## src/design/tsc_pkg.sv

```systemverilog
// Shared constants, types and helper functions for the touch sample calibrate filter.
package tsc_pkg;

    // Screen geometry and derived limits.
    localparam int SCREEN_WIDTH  = 320;
    localparam int SCREEN_HEIGHT = 240;
    localparam int WMAX          = SCREEN_WIDTH - 1;
    localparam int HMAX          = SCREEN_HEIGHT - 1;
    localparam int SX_W          = $clog2(SCREEN_WIDTH);
    localparam int SY_W          = $clog2(SCREEN_HEIGHT);
    localparam int TOP_MAX       = (WMAX > HMAX) ? WMAX : HMAX;
    localparam int TOP_W         = $clog2(TOP_MAX + 1);

    // Field widths of the ports.
    localparam int SAMPLE_W   = 12;
    localparam int PRESS_W    = 13;
    localparam int CFG_IDX_W  = 3;
    localparam int CFG_DATA_W = 13;
    localparam int OUT_SX_W   = 9;
    localparam int OUT_SY_W   = 8;

    // Divider operand widths: |raw - min| * top over |max - min|.
    localparam int NUM_W = SAMPLE_W + TOP_W;
    localparam int DEN_W = SAMPLE_W;

    localparam logic [SAMPLE_W-1:0] ADC_FULL = SAMPLE_W'(4095);

    // Configuration register indexes.
    typedef enum logic [CFG_IDX_W-1:0] {
        REG_RAW_MIN_X   = 3'd0,
        REG_RAW_MAX_X   = 3'd1,
        REG_RAW_MIN_Y   = 3'd2,
        REG_RAW_MAX_Y   = 3'd3,
        REG_SWAP_AXES   = 3'd4,
        REG_INVERT_H    = 3'd5,
        REG_INVERT_V    = 3'd6,
        REG_PRESS_THR   = 3'd7
    } cfg_reg_t;

    // Sequencer states.
    typedef enum logic [1:0] {
        ST_IDLE,
        ST_MUL,
        ST_DIV,
        ST_DONE
    } seq_state_t;

    // Request to the shared divider.
    typedef struct packed {
        logic             start;
        logic [NUM_W-1:0] dividend;
        logic [DEN_W-1:0] divisor;
    } div_req_t;

    // Status back from the shared divider.
    typedef struct packed {
        logic             done;
        logic [NUM_W-1:0] quotient;
    } div_status_t;

    // Absolute difference of two samples.
    function automatic logic [SAMPLE_W-1:0] abs_diff(
        input logic [SAMPLE_W-1:0] p,
        input logic [SAMPLE_W-1:0] q
    );
        return (p > q) ? (p - q) : (q - p);
    endfunction

    // Truncated mean of the two closest samples; ties favor a|b, then a|c.
    function automatic logic [SAMPLE_W-1:0] closest_pair_mean(
        input logic [SAMPLE_W-1:0] a,
        input logic [SAMPLE_W-1:0] b,
        input logic [SAMPLE_W-1:0] c
    );
        logic [SAMPLE_W-1:0] dab;
        logic [SAMPLE_W-1:0] dac;
        logic [SAMPLE_W-1:0] dbc;
        logic [SAMPLE_W:0]   sum;
        dab = abs_diff(a, b);
        dac = abs_diff(a, c);
        dbc = abs_diff(b, c);
        if (dab <= dac && dab <= dbc)
        begin
            sum = {1'b0, a} + {1'b0, b};
        end
        else if (dac <= dab && dac <= dbc)
        begin
            sum = {1'b0, a} + {1'b0, c};
        end
        else
        begin
            sum = {1'b0, b} + {1'b0, c};
        end
        return sum[SAMPLE_W:1];
    endfunction

endpackage

```

## src/design/tsc_div.sv

```systemverilog
// Restoring unsigned divider that produces one quotient bit per cycle.
module tsc_div (
    input  logic                 clk,
    input  logic                 rst_n,
    input  tsc_pkg::div_req_t    req,
    output tsc_pkg::div_status_t status
);
    import tsc_pkg::*;

    localparam int CNT_W = $clog2(NUM_W + 1);

    logic [NUM_W-1:0] quo_reg;
    logic [NUM_W-1:0] quo_next;
    logic [DEN_W-1:0] rem_reg;
    logic [DEN_W-1:0] rem_next;
    logic [DEN_W-1:0] dvs_reg;
    logic [CNT_W-1:0] cnt_reg;
    logic [CNT_W-1:0] cnt_next;
    logic             busy_reg;
    logic             busy_next;
    logic             done_reg;
    logic             done_next;

    logic [DEN_W:0]   rem_shift;
    logic [DEN_W+1:0] trial;

    // One restoring step: shift in the next dividend bit and try to subtract.
    always_comb
    begin
        rem_shift = {rem_reg, quo_reg[NUM_W-1]};
        trial     = {1'b0, rem_shift} - {2'b00, dvs_reg};
        quo_next  = quo_reg;
        rem_next  = rem_reg;
        cnt_next  = cnt_reg;
        busy_next = busy_reg;
        done_next = 1'b0;
        if (req.start)
        begin
            quo_next  = req.dividend;
            rem_next  = '0;
            cnt_next  = CNT_W'(NUM_W);
            busy_next = 1'b1;
        end
        else if (busy_reg)
        begin
            if (trial[DEN_W+1])
            begin
                rem_next = rem_shift[DEN_W-1:0];
                quo_next = {quo_reg[NUM_W-2:0], 1'b0};
            end
            else
            begin
                rem_next = trial[DEN_W-1:0];
                quo_next = {quo_reg[NUM_W-2:0], 1'b1};
            end
            cnt_next = cnt_reg - 1'b1;
            if (cnt_reg == CNT_W'(1))
            begin
                busy_next = 1'b0;
                done_next = 1'b1;
            end
        end
    end

    // Control state.
    always_ff @(posedge clk or negedge rst_n)
    begin
        if (!rst_n)
        begin
            busy_reg <= 1'b0;
            done_reg <= 1'b0;
            cnt_reg  <= '0;
        end
        else
        begin
            busy_reg <= busy_next;
            done_reg <= done_next;
            cnt_reg  <= cnt_next;
        end
    end

    // Operand and partial result registers.
    always_ff @(posedge clk)
    begin
        quo_reg <= quo_next;
        rem_reg <= rem_next;
        if (req.start)
        begin
            dvs_reg <= req.divisor;
        end
    end

    assign status.done     = done_reg;
    assign status.quotient = quo_reg;

endmodule

```

## src/design/touch_sample_calibrate_filter.sv

```systemverilog
// A touch item is captured, mapped on each axis in turn (ST_MUL, then ST_DIV through the divider),
// then filtered and presented in ST_DONE; an empty calibrated span skips the divider for that axis.
// The shared restoring divider produces one quotient bit per cycle per axis.
// A no-touch item goes from capture straight to ST_DONE; no new item is taken until the result loads.
// Reset (rst_n low, asynchronous) loads the default calibration and clears the filter
// and the pressed flag; no clearing pass follows.
module touch_sample_calibrate_filter (
    input  logic                             clk,
    input  logic                             rst_n,
    input  logic                             cfg_we,
    input  logic [tsc_pkg::CFG_IDX_W-1:0]    cfg_index,
    input  logic [tsc_pkg::CFG_DATA_W-1:0]   cfg_data,
    input  logic                             in_valid,
    output logic                             in_stall,
    input  logic                             bus_ok,
    input  logic [tsc_pkg::SAMPLE_W-1:0]     pressure_first,
    input  logic [tsc_pkg::SAMPLE_W-1:0]     pressure_second,
    input  logic [tsc_pkg::SAMPLE_W-1:0]     x_sample_0,
    input  logic [tsc_pkg::SAMPLE_W-1:0]     x_sample_1,
    input  logic [tsc_pkg::SAMPLE_W-1:0]     x_sample_2,
    input  logic [tsc_pkg::SAMPLE_W-1:0]     y_sample_0,
    input  logic [tsc_pkg::SAMPLE_W-1:0]     y_sample_1,
    input  logic [tsc_pkg::SAMPLE_W-1:0]     y_sample_2,
    output logic                             out_valid,
    input  logic                             out_stall,
    output logic                             touched,
    output logic [tsc_pkg::SAMPLE_W-1:0]     raw_x,
    output logic [tsc_pkg::SAMPLE_W-1:0]     raw_y,
    output logic [tsc_pkg::OUT_SX_W-1:0]     screen_x,
    output logic [tsc_pkg::OUT_SY_W-1:0]     screen_y
);
    import tsc_pkg::*;

    // Calibration registers.
    logic [SAMPLE_W-1:0] raw_min_x_reg;
    logic [SAMPLE_W-1:0] raw_max_x_reg;
    logic [SAMPLE_W-1:0] raw_min_y_reg;
    logic [SAMPLE_W-1:0] raw_max_y_reg;
    logic                swap_axes_reg;
    logic                invert_h_reg;
    logic                invert_v_reg;
    logic [PRESS_W-1:0]  press_thr_reg;

    // Sequencer and item state.
    seq_state_t          state_reg;
    seq_state_t          state_next;
    logic                axis_reg;
    logic                axis_next;
    logic                touch_reg;
    logic                touch_next;
    logic [SAMPLE_W-1:0] rx_reg;
    logic [SAMPLE_W-1:0] rx_next;
    logic [SAMPLE_W-1:0] ry_reg;
    logic [SAMPLE_W-1:0] ry_next;
    logic                neg_reg;
    logic                neg_next;
    logic [SX_W-1:0]     map_x_reg;
    logic [SX_W-1:0]     map_x_next;
    logic [SY_W-1:0]     map_y_reg;
    logic [SY_W-1:0]     map_y_next;

    // Filter state.
    logic                was_pressed_reg;
    logic                was_pressed_next;
    logic [SX_W-1:0]     filt_x_reg;
    logic [SX_W-1:0]     filt_x_next;
    logic [SY_W-1:0]     filt_y_reg;
    logic [SY_W-1:0]     filt_y_next;

    // Output register.
    logic                out_valid_reg;
    logic                out_valid_next;
    logic                touched_reg;
    logic [SAMPLE_W-1:0] raw_x_reg;
    logic [SAMPLE_W-1:0] raw_y_reg;
    logic [OUT_SX_W-1:0] screen_x_reg;
    logic [OUT_SY_W-1:0] screen_y_reg;
    logic                out_load;

    // Datapath signals.
    logic                in_accept;
    logic [PRESS_W-1:0]  pressure;
    logic [SAMPLE_W-1:0] x_mean;
    logic [SAMPLE_W-1:0] y_mean;
    logic [SAMPLE_W-1:0] src;
    logic [SAMPLE_W-1:0] lo;
    logic [SAMPLE_W-1:0] hi;
    logic [TOP_W-1:0]    top;
    logic                invert;
    logic                span_empty;
    logic [SAMPLE_W-1:0] diff_mag;
    logic [DEN_W-1:0]    den_mag;
    logic [NUM_W-1:0]    product;
    logic [TOP_W-1:0]    q_clamped;
    logic [TOP_W-1:0]    q_base;
    logic [TOP_W-1:0]    axis_result;
    logic [SX_W+1:0]     sum_x;
    logic [SY_W+1:0]     sum_y;
    logic [SX_W-1:0]     iir_x;
    logic [SY_W-1:0]     iir_y;

    div_req_t            div_req;
    div_status_t         div_status;

    tsc_div u_div (
        .clk    (clk),
        .rst_n  (rst_n),
        .req    (div_req),
        .status (div_status)
    );

    assign in_stall  = (state_reg != ST_IDLE);
    assign in_accept = in_valid && !in_stall;

    // Pressure check and closest-pair averaging of the incoming sample set.
    assign pressure = {1'b0, pressure_first} + {1'b0, ADC_FULL} - {1'b0, pressure_second};
    assign x_mean   = closest_pair_mean(x_sample_0, x_sample_1, x_sample_2);
    assign y_mean   = closest_pair_mean(y_sample_0, y_sample_1, y_sample_2);

    // Operands of the axis now being mapped.
    always_comb
    begin
        if (axis_reg)
        begin
            src    = swap_axes_reg ? rx_reg : ry_reg;
            lo     = raw_min_y_reg;
            hi     = raw_max_y_reg;
            top    = TOP_W'(HMAX);
            invert = invert_v_reg;
        end
        else
        begin
            src    = swap_axes_reg ? ry_reg : rx_reg;
            lo     = raw_min_x_reg;
            hi     = raw_max_x_reg;
            top    = TOP_W'(WMAX);
            invert = invert_h_reg;
        end
        span_empty = (lo == hi);
        diff_mag   = (src >= lo) ? (src - lo) : (lo - src);
        den_mag    = (hi >= lo) ? (hi - lo) : (lo - hi);
        product    = NUM_W'(diff_mag) * NUM_W'(top);
    end

    // A negative quotient clamps to zero, a large one to the last pixel.
    always_comb
    begin
        if (neg_reg)
        begin
            q_clamped = '0;
        end
        else if (div_status.quotient > NUM_W'(top))
        begin
            q_clamped = top;
        end
        else
        begin
            q_clamped = div_status.quotient[TOP_W-1:0];
        end
        q_base      = (state_reg == ST_MUL) ? '0 : q_clamped;
        axis_result = invert ? (top - q_base) : q_base;
    end

    // Three-quarter IIR smoothing; all terms are non-negative, so a shift truncates.
    assign sum_x = ({2'b00, filt_x_reg} << 1) + {2'b00, filt_x_reg} + {2'b00, map_x_reg};
    assign sum_y = ({2'b00, filt_y_reg} << 1) + {2'b00, filt_y_reg} + {2'b00, map_y_reg};
    assign iir_x = was_pressed_reg ? sum_x[SX_W+1:2] : map_x_reg;
    assign iir_y = was_pressed_reg ? sum_y[SY_W+1:2] : map_y_reg;

    // Sequencer: capture, map each axis through the divider, then filter and present.
    always_comb
    begin
        state_next       = state_reg;
        axis_next        = axis_reg;
        touch_next       = touch_reg;
        rx_next          = rx_reg;
        ry_next          = ry_reg;
        neg_next         = neg_reg;
        map_x_next       = map_x_reg;
        map_y_next       = map_y_reg;
        was_pressed_next = was_pressed_reg;
        filt_x_next      = filt_x_reg;
        filt_y_next      = filt_y_reg;
        out_load         = 1'b0;
        div_req.start    = 1'b0;
        div_req.dividend = product;
        div_req.divisor  = den_mag;
        case (state_reg)
            ST_IDLE:
            begin
                if (in_accept)
                begin
                    touch_next = bus_ok && (pressure >= press_thr_reg);
                    rx_next    = y_mean;
                    ry_next    = ADC_FULL - x_mean;
                    axis_next  = 1'b0;
                    state_next = (bus_ok && (pressure >= press_thr_reg)) ? ST_MUL : ST_DONE;
                end
            end
            ST_MUL:
            begin
                neg_next = (src < lo) ^ (hi < lo);
                if (span_empty)
                begin
                    // An empty span maps to zero before the mirror.
                    if (axis_reg)
                    begin
                        map_y_next = SY_W'(axis_result);
                        state_next = ST_DONE;
                    end
                    else
                    begin
                        map_x_next = SX_W'(axis_result);
                        axis_next  = 1'b1;
                    end
                end
                else
                begin
                    div_req.start = 1'b1;
                    state_next    = ST_DIV;
                end
            end
            ST_DIV:
            begin
                if (div_status.done)
                begin
                    if (axis_reg)
                    begin
                        map_y_next = SY_W'(axis_result);
                        state_next = ST_DONE;
                    end
                    else
                    begin
                        map_x_next = SX_W'(axis_result);
                        axis_next  = 1'b1;
                        state_next = ST_MUL;
                    end
                end
            end
            ST_DONE:
            begin
                if (!out_valid_reg || !out_stall)
                begin
                    out_load   = 1'b1;
                    state_next = ST_IDLE;
                    if (touch_reg)
                    begin
                        was_pressed_next = 1'b1;
                        filt_x_next      = iir_x;
                        filt_y_next      = iir_y;
                    end
                    else
                    begin
                        was_pressed_next = 1'b0;
                    end
                end
            end
            default:
            begin
                state_next = ST_IDLE;
            end
        endcase
        out_valid_next = out_load || (out_valid_reg && out_stall);
    end

    // Control, calibration and filter state.
    always_ff @(posedge clk or negedge rst_n)
    begin
        if (!rst_n)
        begin
            state_reg       <= ST_IDLE;
            axis_reg        <= 1'b0;
            out_valid_reg   <= 1'b0;
            was_pressed_reg <= 1'b0;
            filt_x_reg      <= '0;
            filt_y_reg      <= '0;
            raw_min_x_reg   <= SAMPLE_W'(200);
            raw_max_x_reg   <= SAMPLE_W'(3700);
            raw_min_y_reg   <= SAMPLE_W'(200);
            raw_max_y_reg   <= SAMPLE_W'(3700);
            swap_axes_reg   <= 1'b1;
            invert_h_reg    <= 1'b0;
            invert_v_reg    <= 1'b0;
            press_thr_reg   <= PRESS_W'(180);
        end
        else
        begin
            state_reg       <= state_next;
            axis_reg        <= axis_next;
            out_valid_reg   <= out_valid_next;
            was_pressed_reg <= was_pressed_next;
            filt_x_reg      <= filt_x_next;
            filt_y_reg      <= filt_y_next;
            if (cfg_we)
            begin
                case (cfg_index)
                    REG_RAW_MIN_X: raw_min_x_reg <= cfg_data[SAMPLE_W-1:0];
                    REG_RAW_MAX_X: raw_max_x_reg <= cfg_data[SAMPLE_W-1:0];
                    REG_RAW_MIN_Y: raw_min_y_reg <= cfg_data[SAMPLE_W-1:0];
                    REG_RAW_MAX_Y: raw_max_y_reg <= cfg_data[SAMPLE_W-1:0];
                    REG_SWAP_AXES: swap_axes_reg <= cfg_data[0];
                    REG_INVERT_H:  invert_h_reg  <= cfg_data[0];
                    REG_INVERT_V:  invert_v_reg  <= cfg_data[0];
                    REG_PRESS_THR: press_thr_reg <= cfg_data[PRESS_W-1:0];
                    default:
                    begin
                    end
                endcase
            end
        end
    end

    // Item payload and output payload.
    always_ff @(posedge clk)
    begin
        touch_reg <= touch_next;
        rx_reg    <= rx_next;
        ry_reg    <= ry_next;
        neg_reg   <= neg_next;
        map_x_reg <= map_x_next;
        map_y_reg <= map_y_next;
        if (out_load)
        begin
            touched_reg <= touch_reg;
            if (touch_reg)
            begin
                raw_x_reg    <= rx_reg;
                raw_y_reg    <= ry_reg;
                screen_x_reg <= OUT_SX_W'(iir_x);
                screen_y_reg <= OUT_SY_W'(iir_y);
            end
            else
            begin
                raw_x_reg    <= '0;
                raw_y_reg    <= '0;
                screen_x_reg <= '0;
                screen_y_reg <= '0;
            end
        end
    end

    assign out_valid = out_valid_reg;
    assign touched   = touched_reg;
    assign raw_x     = raw_x_reg;
    assign raw_y     = raw_y_reg;
    assign screen_x  = screen_x_reg;
    assign screen_y  = screen_y_reg;

endmodule

```

## config.mk

```make
export PLATFORM = sky130hd
export DESIGN_NAME = touch_sample_calibrate_filter
export DESIGN_NICKNAME = d
export VERILOG_FILES = /design/src/design/tsc_pkg.sv /design/src/design/tsc_div.sv /design/src/design/touch_sample_calibrate_filter.sv
export SDC_FILE = /design/constraint.sdc
export NUM_CORES = 1
export LEC_CHECK = 0
export ABC_CLOCK_PERIOD_IN_PS = 21200
export BUFFER_PORTS_ARGS = -buffer_cell sky130_fd_sc_hd__buf_4
export CAP_MARGIN = 20
export CORE_UTILIZATION = 60
export DETAILED_ROUTE_END_ITERATION = 6
export GPL_ROUTABILITY_DRIVEN = 0
export GPL_TIMING_DRIVEN = 0
export PLACE_DENSITY = 0.79
export SYNTH_ARGS = -nofsm -noshare
export SYNTH_HDL_FRONTEND = slang
export SYNTH_HIERARCHICAL = 1
export SYNTH_SLANG_ARGS = --single-unit
```

## constraint.sdc

```tcl
create_clock -name clk -period 21.2 [get_ports clk]
set_clock_uncertainty 0.1 [all_clocks]
set_input_delay 2.12 -clock clk [delete_from_list [all_inputs] [get_ports clk]]
set_output_delay 2.12 -clock clk [all_outputs]
set_load 0.03 [all_outputs]
```

Word level (Yosys, flattened, before mapping)
Index checks and enable logic that the tools add are counted.
- add/subtract/negate cells: 32
- $mul: 1
- divide/modulo/power cells: 0
- order comparisons: 20
- equal/unequal tests: 17
- shifts and indexed selects: 0
- muxes and demuxes: 62
- bitwise operators: 1
- reductions and logical operators: 32
- operators with widths (operator ; count):
    subtractor 12 bit ; 16
    2-to-1 mux 12 bit ; 14
    <= comparator 12 bit ; 8
    2-to-1 mux 9 bit ; 9
    adder 12 x 12 -> 13 bit ; 6
    > comparator 12 bit ; 6
    2-to-1 mux 13 bit ; 4
    2-to-1 mux 21 bit ; 2
    2-to-1 mux 8 bit ; 4
    >= comparator 12 bit ; 2
    less-than comparator 12 bit ; 2
    > comparator 21 x 9 -> 1 bit ; 1
    multiplier 12 x 9 -> 21 bit ; 1
    AND reduction 2 bit ; 10
    case mux 9 bit (2 select lines) ; 1
    2-to-1 mux 1 bit ; 16
    case mux 8 bit (2 select lines) ; 1
    2-to-1 mux 2 bit ; 7
    subtractor 13 x 12 -> 14 bit ; 1
    adder 12 x 12 -> 13 bit (second input constant) ; 1
    >= comparator 13 bit ; 1
    subtractor 13 x 12 -> 13 bit ; 1
    == test 12 bit ; 1
    == test 3 bit (second input constant) ; 4
    other kinds (28) ; 46
- register bits: 223
- latch bits: 0
- memory bits (writable): 0
- bits in read-only memories: 0
- input port bits: 118
- output and inout bits: 44
- logic and storage cells: 196
- memories kept: 0

Logic depth before layout (Yosys ltp)
Gate-level depths: netlist of the first run.
- word-level depth: 10
- depth in mapped cells: 40
- gate-level depth less buffers: 36

Modules after synthesis
The synthesis of the first run kept the hierarchy.
- by module, submodules not included (module ; times used ; cells each ; area each (um^2)):
    touch_sample_calibrate_filter ; 1 ; 2645 ; 23669.0
    tsc_div ; 1 ; 242 ; 2815.2

Least setup slack after synthesis of the first run
OpenSTA, ideal clock, no wires.
- path type: reg2reg
- start point: reg axis_reg
- end point: reg u_div.quo_reg[20], data pin
- library setup time: 260 ps
- arrival time: 8666 ps
- required time: 20840 ps
- setup slack: 12174 ps
- stages on the path, launching flop included: 37
- period minus slack after synthesis: 9026 ps
- path through: dfrtp_1 > clkbuf_1 > buf_1 > clkbuf_1 > mux2i_1 > inv_1 > ha_1 > inv_1 > fa_1 > a21o_1 > a21oi_1 > nand2b_1 > a31oi_1 > o221a_2 > nor2_8 > mux2_2 > a2bb2oi_1 > nand2_1 > xor2_1 > fa_1 > fa_1 > inv_1 > fa_1 > fa_1 > inv_1 > ha_1 > o21ai_0 > a21boi_0 > o21a_1 > o21ai_0 > nand2b_1 > a41oi_1 > a211oi_1 > a211o_1 > a21oi_1 > xnor2_1 > mux2_2
- RTL lines (what ; RTL line ; RTL):
    start, declared ; touch_sample_calibrate_filter.sv:47 ; logic axis_reg;
    start signal, assigned ; touch_sample_calibrate_filter.sv:289 ; axis_reg <= axis_next;
    end signal, assigned ; tsc_div.sv:85 ; quo_reg <= quo_next;
    end, declared ; tsc_div.sv:12 ; logic [NUM_W-1:0] quo_reg;

==> qor.yml, run 1 <==
global_routing:
  grt_antenna_before_repair: 0
  grtUsageTotal_pct: 30.12
  grt_pass1_wl_um: 109100
  grt_max_degree: 65
  grt_overflow_total: 0
  first_global_vias: 21880
setup_path:
  endpoint_kind: "register"
  crit_path_end: "u_div/quo_reg[19]$_DFFE_PP_"
  timing.rr.end: "u_div/quo_reg[19]$_DFFE_PP_"
  r2r_start: "axis_reg$_DFFE_PN0P_"
  worst_path_max_delay_cell: "xor2_1"
  crit_start: "axis_reg$_DFFE_PN0P_"
  path_max_fanout: 10
  r2r_slack_ps: 10310
  r2r_cells: 34
  crit_required_ps: 21380
  crit_type: "register to register"
  crit_top_cell: "fa_1"
  cpPeakStageDelay_ps: 810
  start_kind: "register"
  worstPathArrival_ps: 11060
yosys:
  synth_area_leader_cell: "ha_1"
  yosysSeqAreaShare_pct: 23.19
  synthTopCellsByCount: "ha_1 (419), inv_1 (373), a21oi_1 (207)"
  postSynthAreaPerCell_um2: 9.174
  ys_async_sr_fraction_pct: 41.70
  synth_area_mm2: 0.02648
  synth-edff-count: 118
  synth_most_common_cell: "ha_1"
  ys.flop_type: "edfxtp_1"
  ys_top_cells_by_area: "ha_1 (20%), edfxtp_1 (13%), fa_1 (7.5%)"
  netlist_instances: 2887
  ys_warn_count: 6
  syn-num-nets: 3523
  ys_types: 95
  yosys.area.top_type_share_pct: 19.79
  synth-seq-cells: 223
sta:
  setup_viol: 0
  hold_violations: 0
  period_share_pct: 51.35
  whs_ps: 404.3
  setup_tns_ps: 0
  slew_headroom_pct: 30.77
  period_minus_slack_ps: 10890
  finalMaxSlewViolations: 0
  fmax_mhz: 91.86
  grt_setup_unrepaired: "no"
  tightest_slew_ps: 1035
clock_network:
  post_cts_resized: 0
  clock_latency_ps: 520
  cts_tree: "yes"
  path_clk_slew_ps: 70
  cts.sinks: 223
  htreeDepth: 1
  cts_buffers: 23
  cts_hold_buf: 0
  postCtsSetupBuffers: 0
  cts_root_buffer: "clkbuf_16"
  clk_path_buf_depth: 3
detailed_routing:
  drtAntennaViolNets: 0
  drc: 0
  firstDrtPassIters: 6
  routed_wl_um: 67530
  vias: 21970
  wl_per_cell_um: 18.35
  drt_iter0_drc: 1973
  avgViaCountPerCell: 5.971
min_path:
  hold_class: "register to register"
floorplanning:
  rows: 76
  die_x_um: 212.1
  start_util_pct: 61.21
  ios: 162
  design.core.area_mm2: 0.04327
  dieArea_mm2: 0.04498
  dieHeight_um: 212.1
finish:
  area_growth_pct: 10.52
  largest_reg_flops: 21
  nets: 3714
  final_layout_size_suffix_gt1_share_pct: 12.64
  n_antenna_cell: 0
outcome:
  status: "finished clean"
place:
  place.port_buffers: 161
  dpl.hpwl_um: 55920
run:
  cap_violations: 0
==> cell families (layout without fill, tap and decap cells) <==
| kind of cell | Yosys count | count (layout) | synth area share, % |
|---|---|---|---|
| muxes | 211 | 211 | 8.490 |
| AOI/OAI and AO/OA | 706 | 706 | 17.14 |
| adders and majority gates | 518 | 518 | 27.28 |
| DFF | 223 | 223 | 23.19 |
| and+or+nand+nor | 595 | 595 | 11.45 |
| buffers and inverters | 467 | 674 | 6.907 |
| xor gates and xnor gates | 167 | 167 | 5.551 |
==> how the worst min path moves through the flow <==
stage / from / endpoint / slack, ps / cells past startpoint
after floorplan: u_div/rem_reg[3]$_SDFFE_PP0P_ / u_div/rem_reg[3]$_SDFFE_PP0P_ / 370 / 2
after global placement: raw_max_y_reg[7]$_DFFE_PN0P_ / raw_max_y_reg[7]$_DFFE_PN0P_ / 390 / 1
after detailed placement: raw_max_x_reg[8]$_DFFE_PN0P_ / raw_max_x_reg[8]$_DFFE_PN0P_ / 400 / 1
after CTS: raw_min_x_reg[4]$_DFFE_PN0P_ / raw_min_x_reg[4]$_DFFE_PN0P_ / 410 / 1
after global routing: raw_max_x_reg[0]$_DFFE_PN0P_ / raw_max_x_reg[0]$_DFFE_PN0P_ / 420 / 1
final: raw_min_x_reg[4]$_DFFE_PN0P_ / raw_min_x_reg[4]$_DFFE_PN0P_ / 400 / 1
==> layout make-up <==
class	instances	area [um2]
clock buffer	30	631.9
tap	585	732.0
inverter	374	1404
fill	3380	14000
timing repair buffer	166	1304
clock inverter	11	117.6
multi-input combinational	2197	18510
sequential	223	6142
buffer	93	425.4
==> through the flow <==
stage / worst slack [ps] / cells / utilization, % / cell area (um2)
after global routing: 9733 / 3679 / 67.65 / 29270
after floorplan: 12170 / 2887 / - / 26480
after detailed placement: 10450 / 3636 / 65.84 / 28490
after global placement: 10600 / 3633 / 65.70 / 28420
final: 10310 / 3679 / 67.65 / 29270
after CTS: 10400 / 3677 / 67.57 / 29240
==> per-layer routing <==
| layer | track usage (%) | share of wire, % | vias to the layer above |
|---|---|---|---|
| met3 | 3.205 | 5.9 | 161 |
| met4 | 12.04 | 3.9 | 0 |
| met2 | 52.72 | 49 | 794 |
| met1 | 37.90 | 41 | 10540 |
| li1 | - | - | 10470 |
| met5 | 0 | 0 | - |
==> layout by cell type, fill, tap and decap left out, types with 76 or more instances in the layout <==
cell / count
a21o_1: 104
inv_1: 373
fa_1: 99
buf_4: 165
edfxtp_1: 118
mux2_2: 109
a21oi_1: 207
o21ai_0: 164
nand2_1: 141
xnor2_1: 121
nor2_1: 124
clkbuf_1: 76
ha_1: 419
mux2i_1: 102
==> critical path, delay by kind of cell, from the launching register on <==
family                   cells  cell delay, ps
XOR/XNOR                     2             910
buffers and inverters        7            2040
AO/OA/AOI/OAI               12            2740
adder cells (fa/ha/maj)      6            2760
multiplexers                 3            1120
flip-flops                   1             470
AND/OR/NAND/NOR              4             480
Power of run 1 is not shown: default switching activity piles up to over one toggle a cycle in this logic, so the estimate is an artifact.
==> inputs of run 2 (changes only) <==
Settings changed: ABC_CLOCK_PERIOD_IN_PS 21200 to 11050.
Clock period 21.2 ns to 11.05 ns, I/O delays scaled along.
==> run 2 against run 1 <==
Compared with the run above:
- fmax grew 4.2%
- critical path type unchanged
- first-iteration DRC count shrank 5.7%
- sequential share of layout area about the same
- non-clock buffer count did not move
- via count is essentially flat
- global-route usage stayed put
- design area is essentially flat
- wire length barely moved
- clock-buffer cell count stayed put
- the run now ends with design-rule violations left
==> qor.yml, run 2 (synthesized netlist as in run 1, its figures left out) <==
outcome:
  status: "finished with violations"
  violations: "design-rule violations"
finish:
  nets: 3714
  finalInstanceArea_mm2: 0.02929
  area_growth_pct: 10.61
  largest_reg_flops: 21
  num-fill-cells: 3378
  final_layout_size_suffix_gt1_share_pct: 12.77
  mostFrequentLayoutCells: "ha_1 (419), inv_1 (373), a21oi_1 (207)"
  n_antenna_cell: 0
  final_common_cell: "ha_1"
detailed_routing:
  drc: 4
  routed_wl_um: 67560
  drtAntennaViolNets: 0
  wl_per_cell_um: 18.36
  avgViaCountPerCell: 5.969
  drt_iter0_drc: 1861
  firstDrtPassIters: 7
  vias: 21960
clock_network:
  clock_latency_ps: 520
  htreeDepth: 1
  clk_path_buf_depth: 3
  cts.sinks: 223
  cts_tree: "yes"
  post_cts_resized: 0
  cts_root_buffer: "clkbuf_16"
  path_clk_slew_ps: 70
  postCtsSetupBuffers: 0
  cts_buffers: 23
  cts_hold_buf: 0
sta:
  setup_tns_ps: 0
  setup_viol: 0
  finalMaxSlewViolations: 0
  hold_violations: 0
  layout_setup_ws_ps: 600.5
  period_minus_slack_ps: 10450
  whs_ps: 404.2
  tightest_slew_ps: 911.2
  period_share_pct: 94.57
  grt_setup_unrepaired: "no"
  slew_headroom_pct: 38.82
  fmax_mhz: 95.70
setup_path:
  crit_top_cell: "fa_1"
  worstPathArrival_ps: 10630
  start_kind: "register"
  cp_top_family: "compound AO/OA/AOI/OAI gates"
  worst_path_max_delay_cell: "buf_1"
  crit_type: "register to register"
  critPathBufInv: 7
  crit_required_ps: 11230
  path_max_fanout: 10
  cpPeakStageDelay_ps: 630
  endpoint_kind: "register"
place:
  pre_cts_slack_ps: 304.0
  place.port_buffers: 161
  postPlaceCellArea_mm2: 0.02849
  dpl.hpwl_um: 55920
floorplanning:
  ios: 162
  die_x_um: 212.1
  design.core.area_mm2: 0.04327
  dieHeight_um: 212.1
  dieArea_mm2: 0.04498
  start_util_pct: 61.21
  rows: 76
global_routing:
  grt_pass1_wl_um: 109100
  grt_overflow_total: 0
  grtUsageTotal_pct: 30.12
  grt_antenna_before_repair: 0
  grt_max_degree: 65
  first_global_vias: 21880
run:
  cap_violations: 0
min_path:
  hold_class: "register to register"
==> run 2: area by class of cell <==
| type | count | area (um2) | area share [%] |
|---|---|---|---|
| repair buffers | 166 | 1304 | 4.451 |
| clock inverters | 11 | 117.6 | 0.4015 |
| inverters | 374 | 1404 | 4.792 |
| well taps | 585 | 732.0 | 2.499 |
| plain buffers | 93 | 426.7 | 1.456 |
| flip-flops and latches | 223 | 6142 | 20.97 |
| multi-input cells | 2197 | 18540 | 63.28 |
| clock buffers | 30 | 631.9 | 2.157 |
==> run 2: path summary, 6_finish.rpt <==
path / startpoint / to / depth (start not counted) / slack, ps
max in group asynchronous: rst_n / raw_max_y_reg[2]$_DFFE_PN1P_ / 2 / 9700
setup reg to reg: axis_reg$_DFFE_PN0P_ / u_div/quo_reg[19]$_DFFE_PP_ / 34 / 600
hold reg to reg: raw_min_x_reg[4]$_DFFE_PN0P_ / raw_min_x_reg[4]$_DFFE_PN0P_ / 1 / 400
min in group asynchronous: rst_n / u_div/cnt_reg[0]$_DFFE_PN0P_ / 1 / 450
hold / removal: raw_min_x_reg[4]$_DFFE_PN0P_ / raw_min_x_reg[4]$_DFFE_PN0P_ / 1 / 400
setup / recovery: axis_reg$_DFFE_PN0P_ / u_div/quo_reg[19]$_DFFE_PP_ / 34 / 600
==> run 2: through the flow <==
step / util (%) / cells
after global routing: 67.71 / 3679
after floorplan: - / 2887
final: 67.71 / 3679
after CTS: 67.57 / 3677
after global placement: 65.70 / 3633
after detailed placement: 65.84 / 3636
==> run 2: metal layers <==
layer	track usage [%]	part of all wire [%]	vias up	wire (um)
li1	-	-	10480	-
met1	37.90	41	10520	27770
met2	52.72	49	797	32880
met3	3.205	6.2	171	4167
met4	12.04	4.1	0	2747
met5	0	0	-	0
Power of run 2 is left out for the same reason.
==> inputs of run 3 (changes only) <==
Settings changed: CELL_PAD_IN_SITES_DETAIL_PLACEMENT set to 0, CELL_PAD_IN_SITES_GLOBAL_PLACEMENT set to 1, CORE_UTILIZATION 60 to 49, PLACE_DENSITY 0.79 to 0.9.
==> run 3 against run 2 <==
Compared with the run above:
- the flow now finishes without violations
- register-to-register slack about the same
- fmax fell by 0.11%
- wire length up 2.0%
- setup slack got worse by 11 ps
- non-clock buffer count fell by 1
- global-route usage decreased by 4.9 points
- via count down 1.3%
- critical path type unchanged
- critical endpoint is now u_div/quo_reg[20]$_DFFE_PP_
- highest routed layer unchanged
==> qor.yml, run 3 (synthesized netlist as in run 1, its figures left out) <==
outcome:
  status: "finished clean"
sta:
  slew_headroom_pct: 27.12
  setup_tns_ps: 0
  finalMaxSlewViolations: 0
  setup_viol: 0
  period_share_pct: 94.67
  tightest_slew_ps: 1085
  period_minus_slack_ps: 10460
  whs_ps: 405.1
  fmax_mhz: 95.60
  grt_setup_unrepaired: "no"
  layout_setup_ws_ps: 589.3
  hold_violations: 0
global_routing:
  first_global_vias: 21680
  grt_pass1_wl_um: 111100
  grt_antenna_before_repair: 0
  grt_max_degree: 65
  grt_overflow_total: 0
  grtUsageTotal_pct: 25.21
finish:
  n_antenna_cell: 0
  mostFrequentLayoutCells: "ha_1 (419), inv_1 (373), a21oi_1 (207)"
  seqCellArea_mm2: 0.006142
  area_growth_pct: 11.23
  final_common_cell: "ha_1"
  largest_reg_flops: 21
  instances_no_fill: 3784
  nets: 3714
  num-fill-cells: 4725
  final_layout_size_suffix_gt1_share_pct: 12.73
  multi_input_area_mm2: 0.01854
run:
  cap_violations: 0
detailed_routing:
  firstDrtPassIters: 6
  avgViaCountPerCell: 5.728
  wl_per_cell_um: 18.21
  vias: 21680
  drt_iter0_drc: 1540
  routed_wl_um: 68910
  drc: 0
  drtAntennaViolNets: 0
floorplanning:
  ios: 162
  rows: 84
  start_util_pct: 50.00
  dieHeight_um: 234.5
  dieArea_mm2: 0.05498
  design.core.area_mm2: 0.05297
  die_x_um: 234.5
clock_network:
  cts.sinks: 223
  path_clk_slew_ps: 60
  cts_buffers: 24
  cts_hold_buf: 0
  htreeDepth: 1
  postCtsSetupBuffers: 0
  clk_path_buf_depth: 3
  cts_root_buffer: "clkbuf_16"
  cts_tree: "yes"
  clock_latency_ps: 540
place:
  place.port_buffers: 161
  pre_cts_slack_ps: 264.7
  dpl.hpwl_um: 57690
  dpl.cell_count: 3739
setup_path:
  cpPeakStageDelay_ps: 640
  critPathBufInv: 6
  worstPathArrival_ps: 10640
  crit_required_ps: 11230
  cp_top_family: "compound AO/OA/AOI/OAI gates"
  path_max_fanout: 10
  endpoint_kind: "register"
  worst_path_max_delay_cell: "buf_1"
  crit_type: "register to register"
  start_kind: "register"
  crit_top_cell: "fa_1"
min_path:
  hold_class: "register to register"
[run 3: layout make-up]
class / instances / share of cell area [%]
inverter: 374 / 4.765
multi-input combinational: 2197 / 62.92
clock inverter: 8 / 0.2463
tap: 688 / 2.922
timing repair buffer: 165 / 4.375
buffer: 93 / 1.448
clock buffer: 36 / 2.472
sequential: 223 / 20.85
[run 3: worst register-to-register path, delay by kind of cell (launching register included)]
family,cells,cell delay (ps)
compound gates,14,2980
xor+xnor,2,640
fa+ha+maj,6,2690
buf+inv,6,1820
flops,1,480
mux,3,1090
simple gates,3,420
[run 3: repair_timing]
item,CTS,global route
hold endpoints to repair,0,0
setup endpoints to repair,0,6
gates resized for setup,0,5
[run 3: per-layer routing]
layer | vias to the layer above | global-route usage (%) | wire length, um | part of all wire (%)
li1 | 10470 | - | - | -
met1 | 10470 | 32.50 | 29750 | 43
met2 | 619 | 43.94 | 33520 | 49
met3 | 113 | 2.338 | 3316 | 4.8
met4 | 0 | 8.730 | 2315 | 3.4
met5 | - | 0 | 0 | 0
[run 3: final timing paths]
check	endpoint	from	depth (start not counted)	slack [ps]
min reg2reg	raw_max_x_reg[7]$_DFFE_PN0P_	raw_max_x_reg[7]$_DFFE_PN0P_	1	410
max reg2reg	u_div/quo_reg[20]$_DFFE_PP_	axis_reg$_DFFE_PN0P_	34	590
min in group asynchronous	u_div/cnt_reg[2]$_DFFE_PN0P_	rst_n	1	430
max in group asynchronous	raw_max_x_reg[10]$_DFFE_PN1P_	rst_n	2	9690
min	raw_max_x_reg[7]$_DFFE_PN0P_	raw_max_x_reg[7]$_DFFE_PN0P_	1	410
max	u_div/quo_reg[20]$_DFFE_PP_	axis_reg$_DFFE_PN0P_	34	590
[run 3: metrics by stage]
| step | cell area [um2] | utilization [%] |
|---|---|---|
| CTS | 29410 | 55.52 |
| floorplan | 26480 | - |
| finish | 29460 | 55.61 |
| detailed placement | 28610 | 54.01 |
| global route | 29460 | 55.61 |
| global placement | 28550 | 53.90 |
Power of run 3 is left out for the same reason.
